File: src/rtl/cfp_pkg.sv
// ----------------------------------------------------------------------------
// cfp_pkg
// Shared types and constants for the command frame parser.
// ----------------------------------------------------------------------------
package cfp_pkg;

	localparam int MAX_PAYLOAD = 8;
	localparam int CNT_W = $clog2(MAX_PAYLOAD + 1);
	localparam int IDX_W = $clog2(MAX_PAYLOAD);

	localparam logic [7:0] HEADER_RESET = 8'hCE;
	localparam logic [7:0] MAX_CMD = 8'h03;
	localparam logic [7:0] MAX_LEN = 8'(MAX_PAYLOAD);

	typedef enum logic [1:0] {
		PH_HUNT = 2'd0,
		PH_LEN  = 2'd1,
		PH_CMD  = 2'd2,
		PH_DATA = 2'd3
	} phase_t;

	typedef enum logic [1:0] {
		CMD_NONE    = 2'd0,
		CMD_CHASSIS = 2'd1,
		CMD_GIMBAL  = 2'd2,
		CMD_FIRE    = 2'd3
	} cmd_t;

	typedef logic [MAX_PAYLOAD-1:0][7:0] payload_t;

	// Frame completion event from the parser to the hold stage.
	typedef struct packed {
		logic     done;
		cmd_t     code;
		payload_t payload;
	} frame_evt_t;

endpackage

File: src/rtl/cfp_if.sv
// ----------------------------------------------------------------------------
// cfp_if
// Valid/ready channels for received bytes and for parsed command results.
// ----------------------------------------------------------------------------
interface cfp_rx_if;
	logic       valid;
	logic       ready;
	logic [7:0] rx_byte;

	modport source (output valid, output rx_byte, input ready);
	modport sink (input valid, input rx_byte, output ready);
endinterface

interface cfp_res_if;
	logic        valid;
	logic        ready;
	logic [1:0]  frame_cmd;
	logic [7:0]  chassis_dir;
	logic [31:0] yaw_bits;
	logic [31:0] pitch_bits;
	logic        gimbal_update;
	logic [7:0]  fire_cmd;

	modport source (
		output valid, output frame_cmd, output chassis_dir, output yaw_bits,
		output pitch_bits, output gimbal_update, output fire_cmd, input ready
	);
	modport sink (
		input valid, input frame_cmd, input chassis_dir, input yaw_bits,
		input pitch_bits, input gimbal_update, input fire_cmd, output ready
	);
endinterface

File: src/rtl/cfp_parser.sv
// ----------------------------------------------------------------------------
// cfp_parser
// Frame state machine and payload buffer; flags each completed frame.
// ----------------------------------------------------------------------------
module cfp_parser (
	input  logic                   clk,
	input  logic                   arst_n,
	input  logic                   accept,
	input  logic [7:0]             rx_byte,
	input  logic [7:0]             header_byte,
	output cfp_pkg::frame_evt_t    evt
);

	cfp_pkg::phase_t phase_q, phase_d;
	logic [cfp_pkg::CNT_W-1:0] len_q;
	cfp_pkg::cmd_t code_q;
	logic [cfp_pkg::CNT_W-1:0] cnt_q;
	cfp_pkg::payload_t buf_q;
	cfp_pkg::payload_t buf_d;

	logic [cfp_pkg::CNT_W-1:0] cnt_inc;
	logic done;
	logic to_hunt;
	logic len_ld;
	logic cmd_ld;
	logic data_step;

	assign cnt_inc = cnt_q + cfp_pkg::CNT_W'(1);

	// Next phase.
	always_comb begin
		phase_d = phase_q;
		if (accept) begin
			unique case (phase_q)
				cfp_pkg::PH_HUNT: begin
					if (rx_byte == header_byte)
						phase_d = cfp_pkg::PH_LEN;
				end
				cfp_pkg::PH_LEN: begin
					phase_d = (rx_byte <= cfp_pkg::MAX_LEN) ? cfp_pkg::PH_CMD
						: cfp_pkg::PH_HUNT;
				end
				cfp_pkg::PH_CMD: begin
					if (rx_byte <= cfp_pkg::MAX_CMD && len_q != '0)
						phase_d = cfp_pkg::PH_DATA;
					else
						phase_d = cfp_pkg::PH_HUNT;
				end
				cfp_pkg::PH_DATA: begin
					if (cnt_inc >= len_q)
						phase_d = cfp_pkg::PH_HUNT;
				end
				default: phase_d = cfp_pkg::PH_HUNT;
			endcase
		end
	end

	// Phase outputs.
	always_comb begin
		done = 1'b0;
		to_hunt = 1'b0;
		len_ld = 1'b0;
		cmd_ld = 1'b0;
		data_step = 1'b0;
		if (accept) begin
			unique case (phase_q)
				cfp_pkg::PH_HUNT: ;
				cfp_pkg::PH_LEN: begin
					if (rx_byte <= cfp_pkg::MAX_LEN)
						len_ld = 1'b1;
					else
						to_hunt = 1'b1;
				end
				cfp_pkg::PH_CMD: begin
					if (rx_byte <= cfp_pkg::MAX_CMD) begin
						cmd_ld = 1'b1;
						if (len_q == '0) begin
							done = 1'b1;
							to_hunt = 1'b1;
						end
					end else begin
						to_hunt = 1'b1;
					end
				end
				cfp_pkg::PH_DATA: begin
					data_step = 1'b1;
					if (cnt_inc >= len_q) begin
						done = 1'b1;
						to_hunt = 1'b1;
					end
				end
				default: to_hunt = 1'b1;
			endcase
		end
	end

	// Payload buffer with this cycle's byte folded in.
	always_comb begin
		buf_d = buf_q;
		if (data_step && cnt_q < cfp_pkg::CNT_W'(cfp_pkg::MAX_PAYLOAD))
			buf_d[cnt_q[cfp_pkg::IDX_W-1:0]] = rx_byte;
	end

	always_ff @(posedge clk or negedge arst_n) begin
		if (!arst_n) begin
			phase_q <= cfp_pkg::PH_HUNT;
			len_q <= '0;
			code_q <= cfp_pkg::CMD_NONE;
			cnt_q <= '0;
			buf_q <= '0;
		end else begin
			phase_q <= phase_d;
			buf_q <= buf_d;
			if (to_hunt) begin
				len_q <= '0;
				code_q <= cfp_pkg::CMD_NONE;
				cnt_q <= '0;
			end else if (len_ld) begin
				len_q <= rx_byte[cfp_pkg::CNT_W-1:0];
			end else if (cmd_ld) begin
				code_q <= cfp_pkg::cmd_t'(rx_byte[1:0]);
				cnt_q <= '0;
			end else if (data_step) begin
				cnt_q <= cnt_inc;
			end
		end
	end

	assign evt.done = done;
	assign evt.code = (phase_q == cfp_pkg::PH_CMD) ? cfp_pkg::cmd_t'(rx_byte[1:0]) : code_q;
	assign evt.payload = buf_d;

endmodule

File: src/rtl/cfp_hold.sv
// ----------------------------------------------------------------------------
// cfp_hold
// Held command values and the result register.
// ----------------------------------------------------------------------------
module cfp_hold (
	input  logic                clk,
	input  logic                arst_n,
	input  cfp_pkg::frame_evt_t evt,
	cfp_res_if.source           res
);

	logic [7:0]    dir_q;
	logic [31:0]   yaw_q;
	logic [31:0]   pitch_q;
	logic [7:0]    fire_q;
	cfp_pkg::cmd_t cmd_q;
	logic          upd_q;
	logic          valid_q;

	always_ff @(posedge clk or negedge arst_n) begin
		if (!arst_n) begin
			dir_q <= '0;
			yaw_q <= '0;
			pitch_q <= '0;
			fire_q <= '0;
			valid_q <= 1'b0;
		end else begin
			if (evt.done) begin
				valid_q <= 1'b1;
				unique case (evt.code)
					cfp_pkg::CMD_NONE: ;
					cfp_pkg::CMD_CHASSIS: dir_q <= evt.payload[0];
					cfp_pkg::CMD_GIMBAL: begin
						yaw_q <= {evt.payload[3], evt.payload[2],
							evt.payload[1], evt.payload[0]};
						pitch_q <= {evt.payload[7], evt.payload[6],
							evt.payload[5], evt.payload[4]};
					end
					cfp_pkg::CMD_FIRE: fire_q <= evt.payload[0];
					default: ;
				endcase
			end else if (res.ready) begin
				valid_q <= 1'b0;
			end
		end
	end

	// Result payload; needs no reset.
	always_ff @(posedge clk) begin
		if (evt.done) begin
			cmd_q <= evt.code;
			upd_q <= (evt.code == cfp_pkg::CMD_GIMBAL);
		end
	end

	assign res.valid = valid_q;
	assign res.frame_cmd = cmd_q;
	assign res.chassis_dir = dir_q;
	assign res.yaw_bits = yaw_q;
	assign res.pitch_bits = pitch_q;
	assign res.gimbal_update = upd_q;
	assign res.fire_cmd = fire_q;

endmodule

File: src/rtl/command_frame_parser_core.sv
// ----------------------------------------------------------------------------
// command_frame_parser_core: one received byte per cycle while results are
// taken; a frame's result appears in the cycle after its last byte is taken.
// The single parse stage sets that rate.
// Reset is asynchronous: parser to hunt, held commands zero, header 0xCE.
// ----------------------------------------------------------------------------
module command_frame_parser_core (
	input  logic       clk,
	input  logic       arst_n,
	input  logic       cfg_we,
	input  logic [7:0] cfg_wdata,
	cfp_rx_if.sink     rx,
	cfp_res_if.source  res
);

	// The header byte, the only configuration register, feeds the hunt compare
	// directly; it is to be written only while the parser is idle (unchecked).
	logic [7:0] header_q;

	always_ff @(posedge clk or negedge arst_n) begin
		if (!arst_n)
			header_q <= cfp_pkg::HEADER_RESET;
		else if (cfg_we)
			header_q <= cfg_wdata;
	end

	// A byte is taken whenever the result register is empty or is being
	// drained in the same cycle. Since a byte can complete at most one frame,
	// the result register is then always free for whatever it produces. Bytes
	// that complete no frame are also held off while a result waits, which
	// keeps the control simple and costs nothing at serial rates.
	logic accept;

	assign rx.ready = !res.valid || res.ready;
	assign accept = rx.valid && rx.ready;

	// The parser walks hunt, length, command and data phases, keeps the
	// payload buffer and reports a completed frame together with the buffer
	// contents including the byte just taken.
	cfp_pkg::frame_evt_t evt;

	cfp_parser u_parser (
		.clk        (clk),
		.arst_n     (arst_n),
		.accept     (accept),
		.rx_byte    (rx.rx_byte),
		.header_byte(header_q),
		.evt        (evt)
	);

	// The hold stage applies the frame's command to the held values at the
	// same edge and presents them with the command code as one result item.
	cfp_hold u_hold (
		.clk   (clk),
		.arst_n(arst_n),
		.evt   (evt),
		.res   (res)
	);

	// A frame can only complete on a byte that was actually taken.
	assert property (@(posedge clk) disable iff (!arst_n)
		evt.done |-> accept)
		else $error("frame completed without an accepted byte");

	// Every completed frame shows up as a result in the next cycle.
	assert property (@(posedge clk) disable iff (!arst_n)
		evt.done |=> res.valid)
		else $error("completed frame produced no result");

	// A drained result with no new frame behind it leaves the port empty.
	assert property (@(posedge clk) disable iff (!arst_n)
		(res.valid && res.ready && !evt.done) |=> !res.valid)
		else $error("result repeated after it was taken");

	// The gimbal flag goes with the gimbal command and nothing else.
	assert property (@(posedge clk) disable iff (!arst_n)
		res.valid |-> (res.gimbal_update == (res.frame_cmd == cfp_pkg::CMD_GIMBAL)))
		else $error("gimbal flag does not match command code");

endmodule

File: src/flat_wrapper.sv
// flat-port wrapper written by rule: the top's interface ports become plain ports
module command_frame_parser_core_flat 
  (clk, arst_n, cfg_we, cfg_wdata, rx_valid, rx_rx_byte, rx_ready, res_valid, res_frame_cmd, res_chassis_dir, res_yaw_bits, res_pitch_bits, res_gimbal_update, res_fire_cmd, res_ready);
  cfp_rx_if rx_i ();
  cfp_res_if res_i ();
  input  logic clk;
  input  logic arst_n;
  input  logic cfg_we;
  input  logic [7:0] cfg_wdata;
  input wire logic [$bits(rx_i.valid)-1:0] rx_valid;
  input wire logic [$bits(rx_i.rx_byte)-1:0] rx_rx_byte;
  output wire logic [$bits(rx_i.ready)-1:0] rx_ready;
  output wire logic [$bits(res_i.valid)-1:0] res_valid;
  output wire logic [$bits(res_i.frame_cmd)-1:0] res_frame_cmd;
  output wire logic [$bits(res_i.chassis_dir)-1:0] res_chassis_dir;
  output wire logic [$bits(res_i.yaw_bits)-1:0] res_yaw_bits;
  output wire logic [$bits(res_i.pitch_bits)-1:0] res_pitch_bits;
  output wire logic [$bits(res_i.gimbal_update)-1:0] res_gimbal_update;
  output wire logic [$bits(res_i.fire_cmd)-1:0] res_fire_cmd;
  input wire logic [$bits(res_i.ready)-1:0] res_ready;
  assign rx_i.valid = rx_valid;
  assign rx_i.rx_byte = rx_rx_byte;
  assign rx_ready = rx_i.ready;
  assign res_valid = res_i.valid;
  assign res_frame_cmd = res_i.frame_cmd;
  assign res_chassis_dir = res_i.chassis_dir;
  assign res_yaw_bits = res_i.yaw_bits;
  assign res_pitch_bits = res_i.pitch_bits;
  assign res_gimbal_update = res_i.gimbal_update;
  assign res_fire_cmd = res_i.fire_cmd;
  assign res_i.ready = res_ready;
  command_frame_parser_core u_core (.clk(clk), .arst_n(arst_n), .cfg_we(cfg_we), .cfg_wdata(cfg_wdata), .rx(rx_i), .res(res_i));
endmodule
File: config.mk
export PLATFORM = sky130hd
export DESIGN_NAME = command_frame_parser_core_flat
export DESIGN_NICKNAME = d
export VERILOG_FILES = /design/src/rtl/cfp_pkg.sv /design/src/rtl/cfp_if.sv /design/src/rtl/cfp_parser.sv /design/src/rtl/cfp_hold.sv /design/src/rtl/command_frame_parser_core.sv /design/src/flat_wrapper.sv
export SDC_FILE = /design/constraint.sdc
export NUM_CORES = 1
export LEC_CHECK = 0
export ABC_AREA = 0
export BUFFER_PORTS_ARGS = -buffer_cell sky130_fd_sc_hd__buf_2
export CORE_MARGIN = 4
export CORE_UTILIZATION = 48
export CTS_CLUSTER_DIAMETER = 120
export CTS_CLUSTER_SIZE = 28
export DETAILED_ROUTE_END_ITERATION = 10
export PLACE_DENSITY = 0.69
export SLEW_MARGIN = 20
export SYNTH_ARGS = -nofsm -noshare
export SYNTH_HDL_FRONTEND = slang
export SYNTH_SLANG_ARGS = --single-unit
File: constraint.sdc
create_clock -name clk -period 3 [get_ports clk]
set_clock_uncertainty 0.1 [all_clocks]
set_input_delay 0.3 -clock clk [delete_from_list [all_inputs] [get_ports clk]]
set_output_delay 0.3 -clock clk [all_outputs]
set_load 0.05 [all_outputs]
==> impl_metrics.yaml <==
routing:
  num_vias: 4050
  drt-total-wl_um: 14200
  final_antenna_net_count: 0
  drc_errors: 0
  drt-initial-drc-count: 210
  wl_per_cell_um: 18.8
  drt_pass1_iterations: 4
  vias_per_cell: 5.38
synthesis:
  avgSynthCellArea_sq_um: 15.4
  synth_edf_count: 3
  synth-adder-area-share: 0.00917
  synth_seq_cells: 168
  synth_cell_types: 46
  synthArstFlopShare: 0.982
  synth_compound_area_frac: 0.0275
  ys_warn_count: 0
  syn_area_sq_mm: 0.00683
  synth_nets: 469
  ys_seq_area_frac: 0.619
  synthCells: 443
  synth-main-ff-cell: "dfrtp_1"
  synth_mux_area_frac: 0.254
  synthXorXnorAreaFrac: 0.0154
  yosys.area_share.simple: 0.0488
  synth_top_family_by_area: "multiplexers"
critical_path:
  path_class: "register to register"
  r2r_slack_ps: 200
  crit_end: "u_core.u_hold.res.yaw_bits[18]$_DFFE_PN0P_"
  rr_startpoint: "u_core.u_parser.cnt_q[1]$_DFFE_PN0P_"
  critPathRequiredTime_ps: 3200
  cp-end-kind: "register"
  rr_worst_depth: 9
  crit_arrival_ps: 3010
  start_kind: "register"
  critPathMaxFanout: 54
  reg2reg_to: "u_core.u_hold.res.yaw_bits[18]$_DFFE_PN0P_"
  cp-startpoint: "u_core.u_parser.cnt_q[1]$_DFFE_PN0P_"
floorplan:
  num_io_pins: 106
  initial_core_util: 0.492
  coreArea_sq_mm: 0.0139
  rows: 43
  dieArea_sq_mm: 0.0162
  die_w_um: 127
  die_h_um: 127
timing:
  rsz0062_at_grt: "false"
  maxSlewViolCount: 0
  timing_hold_violations_final: 0
  fin_crit_sh: 0.934
  fin_ws_ps: 197
  relSlewSlack: 0.545
  fin_crit_ps: 2800
  tightest_slew_ps: 673
  fmax_mhz: 357
  final-setup-viol-count: 0
  final.setup.tns_ps: 0
layout:
  fin_cells: 753
  drive_gt1_frac: 0.539
  nNetsFinal: 586
  fillers: 1111
  antennaDiodeCount: 0
  area_growth_pct: 20.2
power:
  p_per_area_mw_per_mm2: 566
  p_comb_frac: 0.035
  vdd_drop_max_mv: 0.340
  p_int_uw: 3660
  p_sw_uw: 980
  p_leak_uw: 0.00431
  pwr-share-seq: 0.498
  p_clk_frac: 0.467
  p_sw_frac: 0.211
clock_tree:
  cts.htree.levels: 4
  path_clk_slew_ps: 60
  numCtsBuffers: 17
  cts_tree: "yes"
  cts.root.buffer_cell: "clkbuf_16"
  clock_sinks: 168
  clock_path_buffers: 2
  clk_latency_ps: 420
global_route:
  grt_pass1_wl_um: 23300
  grtUsageTotal: 0.186
  grt_pass1_vias: 4333
  grt_overflow: 0
  grt_max_degree: 78
  antenna_found_initial: 0
run_status:
  status: "finished clean"
worst_hold_path:
  worstHoldPathType: "input pin to register"
  hold_start: "cfg_wdata[2]"
placement:
  dp_slack_ps: 193
  globalplace.congestion: 0.805
  placed_cells: 717
  hpwlAfterDp_um: 9460
  portBuffers: 105
job:
  max_cap_violations: 0
-- flip-flops by register name, summed over array words and instances, names as in the netlist --
register                         cells
u_core.u_parser.len_q                4
u_core.u_parser.phase_q              2
u_core.header_q                      8
u_core.u_hold.res.frame_cmd          2
u_core.u_hold.res.gimbal_update      1
u_core.u_parser.code_q               2
u_core.u_hold.res.pitch_bits        32
u_core.u_parser.cnt_q                4
u_core.u_hold.res.chassis_dir        8
u_core.u_hold.res.valid              1
u_core.u_hold.res.yaw_bits          32
u_core.u_parser.buf_q               64
u_core.u_hold.res.fire_cmd           8
-- layout make-up --
cell class / instances / area (sq um) / area share
clock buffer: 22 / 484 / 0.0590
clock inverter: 10 / 116 / 0.0142
inverter: 6 / 22.5 / 0.00274
multi-input combinational: 244 / 2430 / 0.296
sequential: 168 / 4230 / 0.515
tap: 180 / 225 / 0.0274
timing repair buffer: 123 / 699 / 0.0852
-- through the flow --
step	total power, uW	utilization	area [sq um]	hold WS, ps
global placement	2510	0.544	7550	261
finish	4640	0.591	8210	18.8
floorplan	2420	-	6830	-95.6
detailed placement	2520	0.544	7550	270
global route	4820	0.591	8210	12.9
CTS	4690	0.590	8190	0.418
-- cells by family after synthesis --
group | count (synthesis)
mux | 154
simple gates | 49
xor+xnor | 12
fa+ha+maj | 5
flops | 168
buf+inv | 31
compound gates | 24
-- cell usage in the layout, fill, tap and decap left out, types with 4 or more instances in the layout --
cell type / instances
nor2_1: 7
xor2_1: 6
a22o_1: 4
dfrtp_1: 160
buf_4: 13
nand2b_1: 8
mux2_1: 11
a21oi_1: 5
clkbuf_8: 4
mux2_2: 142
xnor2_1: 6
buf_2: 104
dfstp_2: 5
o21ai_0: 4
nand3_1: 5
ha_1: 5
nand2_1: 6
clkbuf_16: 17
inv_1: 6
-- worst max-delay path, cell delays in order (launching register included) --
cell,delay [ps]
dfrtp_1,480
ha_1,250
xor2_1,150
ha_1,270
o21ai_0,70
nand2b_1,110
nand3_1,280
a21boi_4,270
buf_12,300
mux2_2,380
-- per-layer routing --
metal / vias up / track usage / share of wire
met1: 2127 / 0.241 / 0.42
li1: 1816 / - / -
met4: 0 / 0.0618 / 0.011
met2: 93 / 0.315 / 0.53
met5: - / 0 / 0
met3: 14 / 0.0397 / 0.042
-- worst min-delay path by stage --
stage,end,slack [ps],depth (start not counted)
6_report,u_core.header_q[2]$_DFFE_PN1P_,20,2
5_1_grt,u_core.header_q[2]$_DFFE_PN1P_,10,2
4_1_cts,u_core.header_q[2]$_DFFE_PN1P_,0.4,2
3_5_place_dp,u_core.u_hold.res.fire_cmd[7]$_DFFE_PN0P_,270,1
3_3_place_gp,u_core.u_hold.res.fire_cmd[6]$_DFFE_PN0P_,260,1
2_1_floorplan,u_core.header_q[0]$_DFFE_PN0P_,-100,0
-- timing repair --
action | 4_1_cts | 5_1_grt
hold buffers | 3 | 0
hold endpoints to repair | 76 | 0
resized for setup | 0 | 0
buffers inserted | 0 | 1
endpoints found under the setup margin | 0 | 8
-- synthesized netlist by cell type, drive strengths merged (2+ instances only) --
cell type / count / area share
a21oi: 6 / 0.0049
a22o: 4 / 0.0051
and2: 2 / 0.0018
and4: 2 / 0.0026
and4b: 2 / 0.0029
buf: 12 / 0.016
clkbuf: 13 / 0.0073
dfrtp: 160 / 0.59
dfstp: 5 / 0.019
edfxtp: 3 / 0.013
ha: 5 / 0.0092
inv: 6 / 0.0033
mux2: 153 / 0.25
nand2: 6 / 0.0033
nand2b: 8 / 0.0073
nand3: 6 / 0.0051
nand4: 2 / 0.0028
nor2: 7 / 0.0039
nor4: 5 / 0.0064
nor4b: 2 / 0.0044
o21ai: 4 / 0.0029
o31ai: 3 / 0.0033
or3: 2 / 0.0018
or4: 2 / 0.0028
xnor2: 6 / 0.0077
xor2: 6 / 0.0077
-- power groups by stage --
| stage | combinational, uW | clock [uW] | sequential (uW) |
|---|---|---|---|
| 3_3_place_gp | 158 | 0 | 2350 |
| 5_1_grt | 185 | 2320 | 2310 |
| 6_report | 164 | 2170 | 2310 |
| 4_1_cts | 168 | 2210 | 2310 |
| 2_1_floorplan | 71.4 | 0 | 2350 |
| 3_5_place_dp | 164 | 0 | 2350 |
Power figures use the tool's default switching activity.
